[src/hdl/ufljt_pkg.sv]
package ufljt_pkg;

   localparam int SEQ_W   = 32;
   localparam int SEC_W   = 32;
   localparam int USEC_W  = 20;
   localparam int BYTES_W = 32;
   localparam int TIME_W  = 64;
   localparam int TOTAL_W = 64;
   localparam int PROD_W  = SEC_W + USEC_W;
   localparam int FRAC_W  = 8;
   localparam int SHIFT_W = 4;

   localparam logic [USEC_W-1:0] USEC_PER_SEC = 20'd1000000;
   localparam logic [TIME_W-1:0] JITTER_DELTA_MAX = 64'h00FF_FFFF_FFFF_FFFF;

   typedef enum logic [1:0] {
      CLASS_IN_ORDER = 2'd0,
      CLASS_GAP      = 2'd1,
      CLASS_LATE     = 2'd2,
      CLASS_IGNORED  = 2'd3
   } order_class_type;

   typedef struct packed {
      logic [SEQ_W-1:0]   sequence_bits;
      logic [BYTES_W-1:0] payload_bytes;
      logic [TIME_W-1:0]  arrival_time_us;
      logic [TIME_W-1:0]  send_time_us;
   } send_stage_type;

   typedef struct packed {
      logic               counted;
      order_class_type    order_class;
      logic [SEQ_W-1:0]   loss;
      logic [BYTES_W-1:0] payload_bytes;
      logic [TIME_W-1:0]  transit;
   } class_stage_type;

   typedef struct packed {
      logic               counted;
      order_class_type    order_class;
      logic [SEQ_W-1:0]   loss;
      logic [BYTES_W-1:0] payload_bytes;
      logic               jitter_update;
      logic [TIME_W-1:0]  scaled_delta;
   } delta_stage_type;

endpackage

[src/hdl/ufljt_req_if.sv]
interface ufljt_req_if;
   import ufljt_pkg::*;

   logic                      valid;
   logic                      ready;
   logic signed [SEQ_W-1:0]   sequence_req;
   logic        [SEC_W-1:0]   send_seconds;
   logic        [USEC_W-1:0]  send_microseconds;
   logic        [BYTES_W-1:0] payload_bytes;
   logic        [TIME_W-1:0]  arrival_time_us;

   modport source (
      output valid, sequence_req, send_seconds, send_microseconds, payload_bytes,
         arrival_time_us,
      input  ready
   );

   modport sink (
      input  valid, sequence_req, send_seconds, send_microseconds, payload_bytes,
         arrival_time_us,
      output ready
   );

endinterface

[src/hdl/ufljt_rsp_if.sv]
interface ufljt_rsp_if;
   import ufljt_pkg::*;

   logic               valid;
   logic               ready;
   logic               counted;
   logic [1:0]         order_class;
   logic [TOTAL_W-1:0] packet_total;
   logic [TOTAL_W-1:0] byte_total;
   logic [TOTAL_W-1:0] lost_total;
   logic [TOTAL_W-1:0] late_total;
   logic [TOTAL_W-1:0] jitter_estimate;

   modport source (
      output valid, counted, order_class, packet_total, byte_total, lost_total,
         late_total, jitter_estimate,
      input  ready
   );

   modport sink (
      input  valid, counted, order_class, packet_total, byte_total, lost_total,
         late_total, jitter_estimate,
      output ready
   );

endinterface

[src/hdl/ufljt_send_time.sv]
module ufljt_send_time (
   input  logic                     clock,
   input  logic                     reset,
   ufljt_req_if.sink                req_channel,
   output logic                     out_valid,
   output ufljt_pkg::send_stage_type out_data,
   input  logic                     out_ready
);
   import ufljt_pkg::*;

   logic                 in_valid_ff;
   logic [SEQ_W-1:0]     seq_ff;
   logic [SEC_W-1:0]     seconds_ff;
   logic [USEC_W-1:0]    micros_ff;
   logic [BYTES_W-1:0]   bytes_ff;
   logic [TIME_W-1:0]    arrival_ff;
   logic                 out_valid_ff;
   send_stage_type       out_data_ff;
   send_stage_type       out_data_in;
   logic [PROD_W-1:0]    send_product;
   logic                 take_out;

   assign take_out          = !out_valid_ff || out_ready;
   assign req_channel.ready = !in_valid_ff || take_out;

   // seconds times one million, then the microsecond part
   assign send_product = {{USEC_W{1'b0}}, seconds_ff} * {{SEC_W{1'b0}}, USEC_PER_SEC};

   always_comb begin
      out_data_in.sequence_bits   = seq_ff;
      out_data_in.payload_bytes   = bytes_ff;
      out_data_in.arrival_time_us = arrival_ff;
      out_data_in.send_time_us    = TIME_W'(send_product) + TIME_W'(micros_ff);
   end

   always_ff @(posedge clock) begin
      if (reset) begin
         in_valid_ff  <= 1'b0;
         out_valid_ff <= 1'b0;
      end else begin
         if (req_channel.ready) begin
            in_valid_ff <= req_channel.valid;
         end
         if (take_out) begin
            out_valid_ff <= in_valid_ff;
         end
      end
   end

   always_ff @(posedge clock) begin
      if (req_channel.valid && req_channel.ready) begin
         seq_ff     <= $unsigned(req_channel.sequence_req);
         seconds_ff <= req_channel.send_seconds;
         micros_ff  <= req_channel.send_microseconds;
         bytes_ff   <= req_channel.payload_bytes;
         arrival_ff <= req_channel.arrival_time_us;
      end
      if (take_out && in_valid_ff) begin
         out_data_ff <= out_data_in;
      end
   end

   assign out_valid = out_valid_ff;
   assign out_data  = out_data_ff;

endmodule

[src/hdl/ufljt_classify.sv]
module ufljt_classify (
   input  logic                      clock,
   input  logic                      reset,
   input  logic                      in_valid,
   input  ufljt_pkg::send_stage_type  in_data,
   output logic                      in_ready,
   output logic                      out_valid,
   output ufljt_pkg::class_stage_type out_data,
   input  logic                      out_ready
);
   import ufljt_pkg::*;

   logic [SEQ_W-1:0] expected_ff;
   logic [SEQ_W-1:0] expected_in;
   logic             out_valid_ff;
   class_stage_type  out_data_ff;
   class_stage_type  out_data_in;
   logic             in_xfer;

   assign in_ready = !out_valid_ff || out_ready;
   assign in_xfer  = in_valid && in_ready;

   always_comb begin
      expected_in               = expected_ff;
      out_data_in.counted       = !in_data.sequence_bits[SEQ_W-1];
      out_data_in.order_class   = CLASS_IGNORED;
      out_data_in.loss          = '0;
      out_data_in.payload_bytes = in_data.payload_bytes;
      out_data_in.transit       = in_data.arrival_time_us - in_data.send_time_us;
      if (out_data_in.counted) begin
         priority if (in_data.sequence_bits == expected_ff) begin
            expected_in             = expected_ff + SEQ_W'(1);
            out_data_in.order_class = CLASS_IN_ORDER;
         end else if ($signed(in_data.sequence_bits) > $signed(expected_ff)) begin
            expected_in             = in_data.sequence_bits + SEQ_W'(1);
            out_data_in.order_class = CLASS_GAP;
            out_data_in.loss        = in_data.sequence_bits - expected_ff;
         end else begin
            out_data_in.order_class = CLASS_LATE;
         end
      end
   end

   always_ff @(posedge clock) begin
      if (reset) begin
         out_valid_ff <= 1'b0;
         expected_ff  <= '0;
      end else begin
         if (in_ready) begin
            out_valid_ff <= in_valid;
         end
         if (in_xfer) begin
            expected_ff <= expected_in;
         end
      end
   end

   always_ff @(posedge clock) begin
      if (in_xfer) begin
         out_data_ff <= out_data_in;
      end
   end

   assign out_valid = out_valid_ff;
   assign out_data  = out_data_ff;

endmodule

[src/hdl/ufljt_delta.sv]
module ufljt_delta (
   input  logic                       clock,
   input  logic                       reset,
   input  logic                       in_valid,
   input  ufljt_pkg::class_stage_type  in_data,
   output logic                       in_ready,
   output logic                       out_valid,
   output ufljt_pkg::delta_stage_type  out_data,
   input  logic                       out_ready
);
   import ufljt_pkg::*;

   logic              seen_ff;
   logic [TIME_W-1:0] prev_transit_ff;
   logic              out_valid_ff;
   delta_stage_type   out_data_ff;
   delta_stage_type   out_data_in;
   logic [TIME_W-1:0] delta_raw;
   logic [TIME_W-1:0] delta_mag;
   logic [TIME_W-1:0] delta_sat;
   logic              in_xfer;

   assign in_ready = !out_valid_ff || out_ready;
   assign in_xfer  = in_valid && in_ready;

   assign delta_raw = in_data.transit - prev_transit_ff;
   assign delta_mag = delta_raw[TIME_W-1] ? (TIME_W'(0) - delta_raw) : delta_raw;
   assign delta_sat = (delta_mag > JITTER_DELTA_MAX) ? JITTER_DELTA_MAX : delta_mag;

   always_comb begin
      out_data_in.counted       = in_data.counted;
      out_data_in.order_class   = in_data.order_class;
      out_data_in.loss          = in_data.loss;
      out_data_in.payload_bytes = in_data.payload_bytes;
      out_data_in.jitter_update = in_data.counted && seen_ff;
      out_data_in.scaled_delta  = {delta_sat[TIME_W-FRAC_W-1:0], {FRAC_W{1'b0}}};
   end

   always_ff @(posedge clock) begin
      if (reset) begin
         out_valid_ff    <= 1'b0;
         seen_ff         <= 1'b0;
         prev_transit_ff <= '0;
      end else begin
         if (in_ready) begin
            out_valid_ff <= in_valid;
         end
         if (in_xfer && in_data.counted) begin
            seen_ff         <= 1'b1;
            prev_transit_ff <= in_data.transit;
         end
      end
   end

   always_ff @(posedge clock) begin
      if (in_xfer) begin
         out_data_ff <= out_data_in;
      end
   end

   assign out_valid = out_valid_ff;
   assign out_data  = out_data_ff;

endmodule

[src/hdl/ufljt_accum.sv]
module ufljt_accum (
   input  logic                      clock,
   input  logic                      reset,
   input  logic                      in_valid,
   input  ufljt_pkg::delta_stage_type in_data,
   output logic                      in_ready,
   ufljt_rsp_if.source               rsp_channel
);
   import ufljt_pkg::*;

   logic                 out_valid_ff;
   logic                 counted_ff;
   order_class_type      class_ff;
   logic [TOTAL_W-1:0]   packets_ff;
   logic [TOTAL_W-1:0]   bytes_ff;
   logic [TOTAL_W-1:0]   lost_ff;
   logic [TOTAL_W-1:0]   late_ff;
   logic [TOTAL_W-1:0]   jitter_ff;
   logic [TOTAL_W-1:0]   jitter_in;
   logic signed [TOTAL_W:0] jitter_diff;
   logic signed [TOTAL_W:0] jitter_step;
   logic                 in_xfer;

   assign in_ready = !out_valid_ff || rsp_channel.ready;
   assign in_xfer  = in_valid && in_ready;

   // floor((q - j) / 16) as an arithmetic shift of the signed difference
   assign jitter_diff = $signed({1'b0, in_data.scaled_delta} - {1'b0, jitter_ff});
   assign jitter_step = jitter_diff >>> SHIFT_W;
   assign jitter_in   = jitter_ff + jitter_step[TOTAL_W-1:0];

   always_ff @(posedge clock) begin
      if (reset) begin
         out_valid_ff <= 1'b0;
         packets_ff   <= '0;
         bytes_ff     <= '0;
         lost_ff      <= '0;
         late_ff      <= '0;
         jitter_ff    <= '0;
      end else begin
         if (in_ready) begin
            out_valid_ff <= in_valid;
         end
         if (in_xfer && in_data.counted) begin
            packets_ff <= packets_ff + TOTAL_W'(1);
            bytes_ff   <= bytes_ff + TOTAL_W'(in_data.payload_bytes);
            lost_ff    <= lost_ff + TOTAL_W'(in_data.loss);
            late_ff    <= late_ff + TOTAL_W'(in_data.order_class == CLASS_LATE);
         end
         if (in_xfer && in_data.jitter_update) begin
            jitter_ff <= jitter_in;
         end
      end
   end

   always_ff @(posedge clock) begin
      if (in_xfer) begin
         counted_ff <= in_data.counted;
         class_ff   <= in_data.order_class;
      end
   end

   assign rsp_channel.valid           = out_valid_ff;
   assign rsp_channel.counted         = counted_ff;
   assign rsp_channel.order_class     = class_ff;
   assign rsp_channel.packet_total    = packets_ff;
   assign rsp_channel.byte_total      = bytes_ff;
   assign rsp_channel.lost_total      = lost_ff;
   assign rsp_channel.late_total      = late_ff;
   assign rsp_channel.jitter_estimate = jitter_ff;

endmodule

[src/hdl/udp_flow_loss_jitter_tracker_unit.sv]
// udp flow loss and jitter tracker
// req_channel carries one received packet summary per transfer: sequence
// number, send timestamp, byte count and local arrival time in microseconds
// rsp_channel returns exactly one result per packet, in order: counted flag,
// order class and the running packet, byte, loss, late and jitter totals
// a negative sequence number gives an ignored result with totals unchanged
// five register stages: input, send time multiply, transit and sequence
// class, transit delta, then totals and jitter in the result register
// a request reaches rsp_channel through the input, send time, class, delta and result registers in order
// throughput: one packet per cycle while rsp_channel is ready; each stage holds one
// item and takes the next whenever its own output moves on or is empty
// a stalled rsp_channel holds the result; the stages behind it keep filling
// until all are full, then req_channel.ready drops
// reset (synchronous) clears all totals, the expected sequence, the transit
// history and the jitter estimate, and empties the pipeline
module udp_flow_loss_jitter_tracker_unit (
   input  logic         clock,
   input  logic         reset,
   ufljt_req_if.sink    req_channel,
   ufljt_rsp_if.source  rsp_channel
);
   import ufljt_pkg::*;

   logic            send_valid;
   logic            send_ready;
   send_stage_type  send_data;
   logic            class_valid;
   logic            class_ready;
   class_stage_type class_data;
   logic            delta_valid;
   logic            delta_ready;
   delta_stage_type delta_data;

   ufljt_send_time u_send_time (
      .clock       (clock),
      .reset       (reset),
      .req_channel (req_channel),
      .out_valid   (send_valid),
      .out_data    (send_data),
      .out_ready   (send_ready)
   );

   ufljt_classify u_classify (
      .clock     (clock),
      .reset     (reset),
      .in_valid  (send_valid),
      .in_data   (send_data),
      .in_ready  (send_ready),
      .out_valid (class_valid),
      .out_data  (class_data),
      .out_ready (class_ready)
   );

   ufljt_delta u_delta (
      .clock     (clock),
      .reset     (reset),
      .in_valid  (class_valid),
      .in_data   (class_data),
      .in_ready  (class_ready),
      .out_valid (delta_valid),
      .out_data  (delta_data),
      .out_ready (delta_ready)
   );

   ufljt_accum u_accum (
      .clock       (clock),
      .reset       (reset),
      .in_valid    (delta_valid),
      .in_data     (delta_data),
      .in_ready    (delta_ready),
      .rsp_channel (rsp_channel)
   );

endmodule

[src/flat_wrapper.sv]
// flat-port wrapper written by rule: the top's interface ports become plain ports
module udp_flow_loss_jitter_tracker_unit_flat import ufljt_pkg::*;
  (clock, reset, req_channel_valid, req_channel_sequence_req, req_channel_send_seconds, req_channel_send_microseconds, req_channel_payload_bytes, req_channel_arrival_time_us, req_channel_ready, rsp_channel_valid, rsp_channel_counted, rsp_channel_order_class, rsp_channel_packet_total, rsp_channel_byte_total, rsp_channel_lost_total, rsp_channel_late_total, rsp_channel_jitter_estimate, rsp_channel_ready);
  ufljt_req_if req_channel_i ();
  ufljt_rsp_if rsp_channel_i ();
  input  logic clock;
  input  logic reset;
  input wire logic [$bits(req_channel_i.valid)-1:0] req_channel_valid;
  input wire logic [$bits(req_channel_i.sequence_req)-1:0] req_channel_sequence_req;
  input wire logic [$bits(req_channel_i.send_seconds)-1:0] req_channel_send_seconds;
  input wire logic [$bits(req_channel_i.send_microseconds)-1:0] req_channel_send_microseconds;
  input wire logic [$bits(req_channel_i.payload_bytes)-1:0] req_channel_payload_bytes;
  input wire logic [$bits(req_channel_i.arrival_time_us)-1:0] req_channel_arrival_time_us;
  output wire logic [$bits(req_channel_i.ready)-1:0] req_channel_ready;
  output wire logic [$bits(rsp_channel_i.valid)-1:0] rsp_channel_valid;
  output wire logic [$bits(rsp_channel_i.counted)-1:0] rsp_channel_counted;
  output wire logic [$bits(rsp_channel_i.order_class)-1:0] rsp_channel_order_class;
  output wire logic [$bits(rsp_channel_i.packet_total)-1:0] rsp_channel_packet_total;
  output wire logic [$bits(rsp_channel_i.byte_total)-1:0] rsp_channel_byte_total;
  output wire logic [$bits(rsp_channel_i.lost_total)-1:0] rsp_channel_lost_total;
  output wire logic [$bits(rsp_channel_i.late_total)-1:0] rsp_channel_late_total;
  output wire logic [$bits(rsp_channel_i.jitter_estimate)-1:0] rsp_channel_jitter_estimate;
  input wire logic [$bits(rsp_channel_i.ready)-1:0] rsp_channel_ready;
  assign req_channel_i.valid = req_channel_valid;
  assign req_channel_i.sequence_req = req_channel_sequence_req;
  assign req_channel_i.send_seconds = req_channel_send_seconds;
  assign req_channel_i.send_microseconds = req_channel_send_microseconds;
  assign req_channel_i.payload_bytes = req_channel_payload_bytes;
  assign req_channel_i.arrival_time_us = req_channel_arrival_time_us;
  assign req_channel_ready = req_channel_i.ready;
  assign rsp_channel_valid = rsp_channel_i.valid;
  assign rsp_channel_counted = rsp_channel_i.counted;
  assign rsp_channel_order_class = rsp_channel_i.order_class;
  assign rsp_channel_packet_total = rsp_channel_i.packet_total;
  assign rsp_channel_byte_total = rsp_channel_i.byte_total;
  assign rsp_channel_lost_total = rsp_channel_i.lost_total;
  assign rsp_channel_late_total = rsp_channel_i.late_total;
  assign rsp_channel_jitter_estimate = rsp_channel_i.jitter_estimate;
  assign rsp_channel_i.ready = rsp_channel_ready;
  udp_flow_loss_jitter_tracker_unit u_core (.clock(clock), .reset(reset), .req_channel(req_channel_i), .rsp_channel(rsp_channel_i));
endmodule
[config.mk]
export PLATFORM = sky130hd
export DESIGN_NAME = udp_flow_loss_jitter_tracker_unit_flat
export DESIGN_NICKNAME = d
export VERILOG_FILES = /design/src/hdl/ufljt_pkg.sv /design/src/hdl/ufljt_req_if.sv /design/src/hdl/ufljt_rsp_if.sv /design/src/hdl/ufljt_send_time.sv /design/src/hdl/ufljt_classify.sv /design/src/hdl/ufljt_delta.sv /design/src/hdl/ufljt_accum.sv /design/src/hdl/udp_flow_loss_jitter_tracker_unit.sv /design/src/flat_wrapper.sv
export SDC_FILE = /design/constraint.sdc
export NUM_CORES = 2
export LEC_CHECK = 0
export ABC_AREA = 1
export BUFFER_PORTS_ARGS = -buffer_cell sky130_fd_sc_hd__buf_2
export CAP_MARGIN = 20
export CORE_MARGIN = 1.5
export CORE_UTILIZATION = 30
export CTS_CLUSTER_SIZE = 16
export DETAILED_ROUTE_END_ITERATION = 10
export HOLD_SLACK_MARGIN = 0.03
export SLEW_MARGIN = 40
export SYNTH_ARGS = -nofsm -noshare
export SYNTH_HDL_FRONTEND = slang
export SYNTH_HIERARCHICAL = 1
export SYNTH_SLANG_ARGS = --single-unit
[constraint.sdc]
create_clock -name clock -period 22.3 [get_ports clock]
set_clock_uncertainty 0.05 [all_clocks]
set_input_delay 1.115 -clock clock [delete_from_list [all_inputs] [get_ports clock]]
set_output_delay 1.115 -clock clock [all_outputs]
set_load 0.05 [all_outputs]
* Word-level counts from Yosys, hierarchy flattened
Cells that the tools add are included.
** Storage, ports and cells
- Flip-flop bits (word level) :: 1052
- Output and inout bits :: 325
- Memories kept :: 0
- Bits in read-only memories :: 0
- RAM bits :: 0
- Input port bits :: 184
- Latch bits :: 0
- Word-level logic and storage cells :: 83
** Operators by class
- Multiplexer cells :: 5
- $add $sub $neg :: 13
- Bitwise gates (word level) :: 2
- Equality and inequality tests :: 2
- Div/mod/pow operators :: 0
- Shift operators :: 0
- $lt $le $gt $ge :: 2
- Reduce and logical (&&, ||, !) cells :: 23
- Multiply operators :: 1
** Operators by type and width (count)
- 64-bit by 32-bit adder with 64-bit output :: 2
- 64-bit subtractor :: 2
- 64-bit by 64-bit subtractor with 65-bit output :: 1
- 32-bit by 1-bit adder with 32-bit output, second input constant :: 2
- 64-bit by 1-bit adder with 64-bit output :: 1
- 64-bit by 1-bit adder with 64-bit output, second input constant :: 1
- 64-bit adder :: 1
- 64-bit by 56-bit greater-than comparator with 1-bit output, second input constant :: 1
- 32-bit two-way mux :: 2
- 64-bit two-way mux :: 1
- 1-bit by 64-bit subtractor with 64-bit output, first input constant :: 1
- 52-bit by 20-bit adder with 53-bit output :: 1
- 32-bit by 14-bit multiplier with 46-bit output, second input constant :: 1
- 32-bit == test :: 1
- 32-bit greater-than comparator :: 1
- 32-bit subtractor :: 1
- 1-bit logical AND :: 9
- 1-bit zero test :: 6
- 1-bit logical OR :: 5
- 2-bit two-way mux :: 2
- 3-bit AND reduction :: 1
- 3-bit OR reduction :: 1
- 2-bit == test, second input constant :: 1
- 1-bit inverter :: 2
- 2-bit nonzero test :: 1

* Logic depth before layout (Yosys ltp)
- Depth in word-level cells :: 7
- Mapped depth :: 34
- Gate-level depth less buffers :: 33

* Hierarchy
Netlist, hierarchy kept.
** Modules (own cells, without submodules)
- ufljt_accum :: sequential area each 6516.2 um^2, times used 1, area an instance 29219.3 um^2, cells an instance 4856
- ufljt_send_time :: sequential area each 10880.4 um^2, times used 1, area an instance 21074.0 um^2, cells an instance 1876
- ufljt_delta :: sequential area each 5044.8 um^2, times used 1, area an instance 15388.5 um^2, cells an instance 2379
- ufljt_classify :: sequential area each 4594.4 um^2, times used 1, area an instance 13506.7 um^2, cells an instance 1884

* Worst setup path before layout
Ideal clock, no wire load.
- Path kind :: in2reg
- Start :: input rsp_channel_ready
- End :: register u_core.u_send_time.out_data_ff (netlist bit u_core/u_send_time/out_data[0]) (enable)
- Setup time :: 0.781 ns
- Data required time :: 21.469 ns
- Path buffers :: 0
- Slack :: 11.271 ns
- Stages :: 8
- Arrival time :: 10.198 ns
- Path through :: inv_2 > nand2_4 > inv_1 > nand2_1 > inv_1 > nand2_1 > inv_1 > a21oi_1
** Between the ends
- Word-level cells in the longest chain between the ends :: 5
** RTL lines
- from (decl) :: line flat_wrapper.sv:23 : input wire logic [$bits(rsp_channel_i.ready)-1:0] rsp_channel_ready;
- 1-bit logical OR :: line ufljt_accum.sv:24 : assign in_ready = !out_valid_ff || rsp_channel.ready;
- named net u_core.delta_ready :: line udp_flow_loss_jitter_tracker_unit.sv:31 : logic delta_ready;
- 1-bit logical OR :: line ufljt_delta.sv:23 : assign in_ready = !out_valid_ff || out_ready;
- named net u_core.class_ready :: line udp_flow_loss_jitter_tracker_unit.sv:28 : logic class_ready;
- 1-bit logical OR :: line ufljt_classify.sv:20 : assign in_ready = !out_valid_ff || out_ready;
- named net u_core.send_ready :: line udp_flow_loss_jitter_tracker_unit.sv:25 : logic send_ready;
- 1-bit logical OR :: line ufljt_send_time.sv:23 : assign take_out = !out_valid_ff || out_ready;
- 1-bit logical AND :: line ufljt_send_time.sv:58 : if (take_out && in_valid_ff) begin
- to (signal assigned) :: line ufljt_send_time.sv:59 : out_data_ff <= out_data_in;
- to (decl) :: line ufljt_send_time.sv:18 : send_stage_type out_data_ff;
The timed path passes the listed nets, and every way through them passes these cells.
A chain may end at the register's enable or synchronous reset.

==> reports/summary.txt <==
=====================================================================================
Run status                                                               finished, final reports clean
Vias in the first global route                                                  67.9k
Leading cell type in the layout, fill and taps excluded                  sky130_fd_sc_hd__nand2_1
TritonCTS clock tree                                                              yes
Final Cycle Share                                                               0.275
Reg2Reg Capture Point                                                    u_core/u_send_time/out_data[51]
Routability congestion estimate from global placement                           0.967
Power density relative to cell area                                       119 nW/um^2
Clock-pin slew of the registers on the worst-case setup and hold paths        0.06 ns
R2r setup slk                                                                16.16 ns
Instance count of the mapped netlist                                            11.0k
Largest vdd supply drop                                                      0.159 mV
End-of-flow core utilization                                                    0.343
Post-synthesis instance area                                             79,200 sq um
Type of the tightest min-delay check                                     flop to flop
Final hold violations                                                               0
Post-synthesis register bit count                                               1,041
Largest area contributor in the synthesized netlist                      sky130_fd_sc_hd__edfxtp_1
End of the critical path                                                 u_core/u_send_time/out_data[51]
Worst hold slack across all endpoints                                        0.335 ns
Critical Path Start                                                      u_core/u_send_time/seconds_ff[12]
CTS max path bufs                                                                   3
Top Ports                                                                         509
Final non-filler cell area                                               90,000 sq um
DRC violation count after routing                                                   0
Proportion of netlist area held by the largest area contributor                 0.235
Count of pins over their slew limit                                                 0
Congestion Overflow GR                                                              0
Final instance count without filler cells                                       15.1k
Setup Crit Path Kind                                                     flop to flop
Final #Nets                                                                     12.4k
Die Area                                                                 267,000 sq um
Pin count of the biggest net entering global routing                              143
Detailed-router iteration count before antenna repair                               8
Unrepaired setup endpoints after global routing                                 false
Die Wd                                                                    517 microns
Mean post-synth cell area                                                  7.20 sq um
Synth top area cells                                                     sky130_fd_sc_hd__edfxtp_1, sky130_fd_sc_hd__nand2_1, sky130_fd_sc_hd__dfxtp_1
Required time of the critical path                                           22.76 ns
Number of hold buffers added after CTS                                              0
Share of cells above drive strength 1                                          0.0900
Number of placement rows                                                          188
Yosys warning total                                                                 6
Input/output buffers                                                              508
H-Tree Depth                                                                        3
Maximum clock frequency                                                     0.163 GHz
Transition time of the tightest slew-check pin                               0.874 ns
Via count                                                                       72.2k
Average via count per standard cell                                              4.77
Initial Util                                                                    0.302
Worst rel slew slack                                                            0.411
Total Routed Length                                                            274 mm
Global-route wire length before repair                                         409 mm
Total cell area at the placement stage                                   85,600 sq um
Initial detailed-routing violation count                                        5,974
R2R Path Start                                                           u_core/u_send_time/seconds_ff[12]
Crit path capture type                                                           flop
Commonest cells after routing, fill and taps aside                       sky130_fd_sc_hd__nand2_1, sky130_fd_sc_hd__inv_1, sky130_fd_sc_hd__nor2_1
Cell count of the worst reg-to-reg path                                            26
Final setup fails                                                                   0
Count of cell types in the netlist                                                 68
Wire per inst                                                            18.1 microns
Post-CTS sizing                                                                     0
Biggest fanout along the worst timing path                                          5
Crit path DAT                                                                 6.60 ns
Sequential area share after synthesis                                           0.341
Final ANT Viol Nets                                                                 0
Clock sink count                                                                1,041
Clock insertion delay at the later pin of the skew report                     0.81 ns
Post-Route Setup TNS                                                             0 ns
Standby leakage power                                                         41.3 nW
HPWL after detailed placement                                                  227 mm
Root buffer selected by CTS                                              sky130_fd_sc_hd__clkbuf_16
Number of maximum-capacitance violations                                            0
CTS Buf Count                                                                     121
Initial antenna violation count                                                    17
Area of the placeable core                                               263,000 sq um
Post-CTS Setup Inserts                                                              0
Post-Place Cells                                                                14.9k
Height of the die                                                         517 microns
Critical Path Source Type                                                        flop
Final critical path time including I/O delays and setup                       6.14 ns
Layout-stage area growth over the synthesis result                              13.6%
All-layer global routing usage                                                  0.200
=====================================================================================
## stage by stage
step                setup slack (ns)  power (mW)
finish                         16.16        10.7
global route                   15.59        11.7
CTS                            16.19        10.8
detailed placement             16.20        8.62
global placement               16.20        8.61
floorplan                      11.27        6.90
## cell families after synthesis
kind of cell	count (synthesis)	synth area share
adder cells (fa/ha/maj)	664	0.118
flip-flops	1041	0.341
AO/OA/AOI/OAI	1641	0.116
AND/OR/NAND/NOR	5085	0.276
buffers and inverters	2203	0.108
XOR/XNOR	359	0.0397
other	2	0.0000948
## critical path, stage by stage, from the launching register on
cell,delay [ns]
sky130_fd_sc_hd__edfxtp_1,0.50
sky130_fd_sc_hd__inv_1,0.29
sky130_fd_sc_hd__fa_1,0.47
sky130_fd_sc_hd__inv_1,0.08
sky130_fd_sc_hd__fa_1,0.42
sky130_fd_sc_hd__fa_1,0.51
sky130_fd_sc_hd__fa_1,0.42
sky130_fd_sc_hd__ha_1,0.28
sky130_fd_sc_hd__inv_1,0.04
sky130_fd_sc_hd__fa_1,0.50
sky130_fd_sc_hd__inv_1,0.05
sky130_fd_sc_hd__ha_1,0.40
sky130_fd_sc_hd__nand2_1,0.14
sky130_fd_sc_hd__nor2_1,0.22
sky130_fd_sc_hd__nand2_1,0.14
sky130_fd_sc_hd__nor2_1,0.11
sky130_fd_sc_hd__nand2_1,0.11
sky130_fd_sc_hd__nand3_1,0.14
sky130_fd_sc_hd__nand2_1,0.06
sky130_fd_sc_hd__nand2_1,0.13
sky130_fd_sc_hd__nand2_1,0.12
sky130_fd_sc_hd__nor2_4,0.14
sky130_fd_sc_hd__nand2_1,0.08
sky130_fd_sc_hd__nor3_2,0.28
sky130_fd_sc_hd__nand2_1,0.09
sky130_fd_sc_hd__nand2_1,0.07
sky130_fd_sc_hd__nand2_1,0.05
## flip-flops by register name, summed over array words and instances (netlist names), 2 cells and up
name and cells:
u_core/u_send_time/out_data 181, u_core/u_classify/out_data 131, u_core/u_delta/out_data 124, u_core/u_accum/rsp_channel.byte_total 64, u_core/u_accum/rsp_channel.jitter_estimate 64, u_core/u_accum/rsp_channel.late_total 64, u_core/u_accum/rsp_channel.lost_total 64, u_core/u_accum/rsp_channel.packet_total 64
u_core/u_delta/prev_transit_ff 64, u_core/u_send_time/arrival_ff 64, u_core/u_classify/expected_ff 32, u_core/u_send_time/bytes_ff 32, u_core/u_send_time/seconds_ff 32, u_core/u_send_time/seq_ff 32, u_core/u_send_time/micros_ff 20, u_core/u_accum/rsp_channel.order_class 2
## cell usage after synthesis (all sizes together)
cell	instances
nand3	601
edfxtp	619
nor3b	8
or4	1
o2111ai	3
a211oi	71
ha	522
clkinv	4
nor4	49
a31oi	69
nor2	1308
nor4b	2
o31ai	3
and3	16
conb	2
fa	142
a221oi	1
a21oi	753
inv	2043
a21o	51
o22ai	1
buf	73
o21ai	493
or2	21
o311ai	1
clkbuf	83
xnor2	100
a21boi	24
o21bai	115
nand3b	24
and2	5
dfxtp	422
o211ai	16
nand4	129
o21a	31
nor3	200
nand2	2721
xor2	259
o221ai	6
a22oi	1
a31o	2
## final cells by class
| type | count | area, sq um |
|---|---|---|
| well taps | 3515 | 4400 |
| fillers | 28600 | 173000 |
| multi-input cells | 7768 | 43700 |
| diodes | 9 | 22.5 |
| clock inverters | 76 | 1020 |
| repair buffers | 536 | 2850 |
| flip-flops and latches | 1041 | 27000 |
| inverters | 2047 | 7700 |
| clock buffers | 153 | 3240 |
## report_power, final
part / internal (mW) / switching, mW
registers: 2.33 / 0.0990
clock network: 1.23 / 0.887
logic: 1.95 / 4.19
## worst min path at each step
stage	from	to	slack, ns	cells after the start
finish	u_core/u_classify/out_data[116]	u_core/u_delta/out_data[117]	0.33	0
global route	u_core/u_classify/out_data[116]	u_core/u_delta/out_data[117]	0.35	0
CTS	u_core/u_classify/out_data[116]	u_core/u_delta/out_data[117]	0.33	0
detailed placement	u_core/u_classify/out_data[123]	u_core/u_delta/out_data[124]	0.35	0
global placement	u_core/u_send_time/bytes_ff[24]	u_core/u_send_time/out_data[152]	0.35	0
floorplan	u_core/u_send_time/out_data[128]	u_core/u_classify/out_data[64]	0.35	0
## metal layers
| layer | up-vias | GRT usage | part of all wire |
|---|---|---|---|
| met5 | - | 0 | 0.00032 |
| met2 | 2150 | 0.317 | 0.44 |
| li1 | 36500 | - | - |
| met4 | 12 | 0.0713 | 0.037 |
| met3 | 315 | 0.0242 | 0.059 |
| met1 | 33200 | 0.278 | 0.47 |
Power figures use the tool's default switching activity.
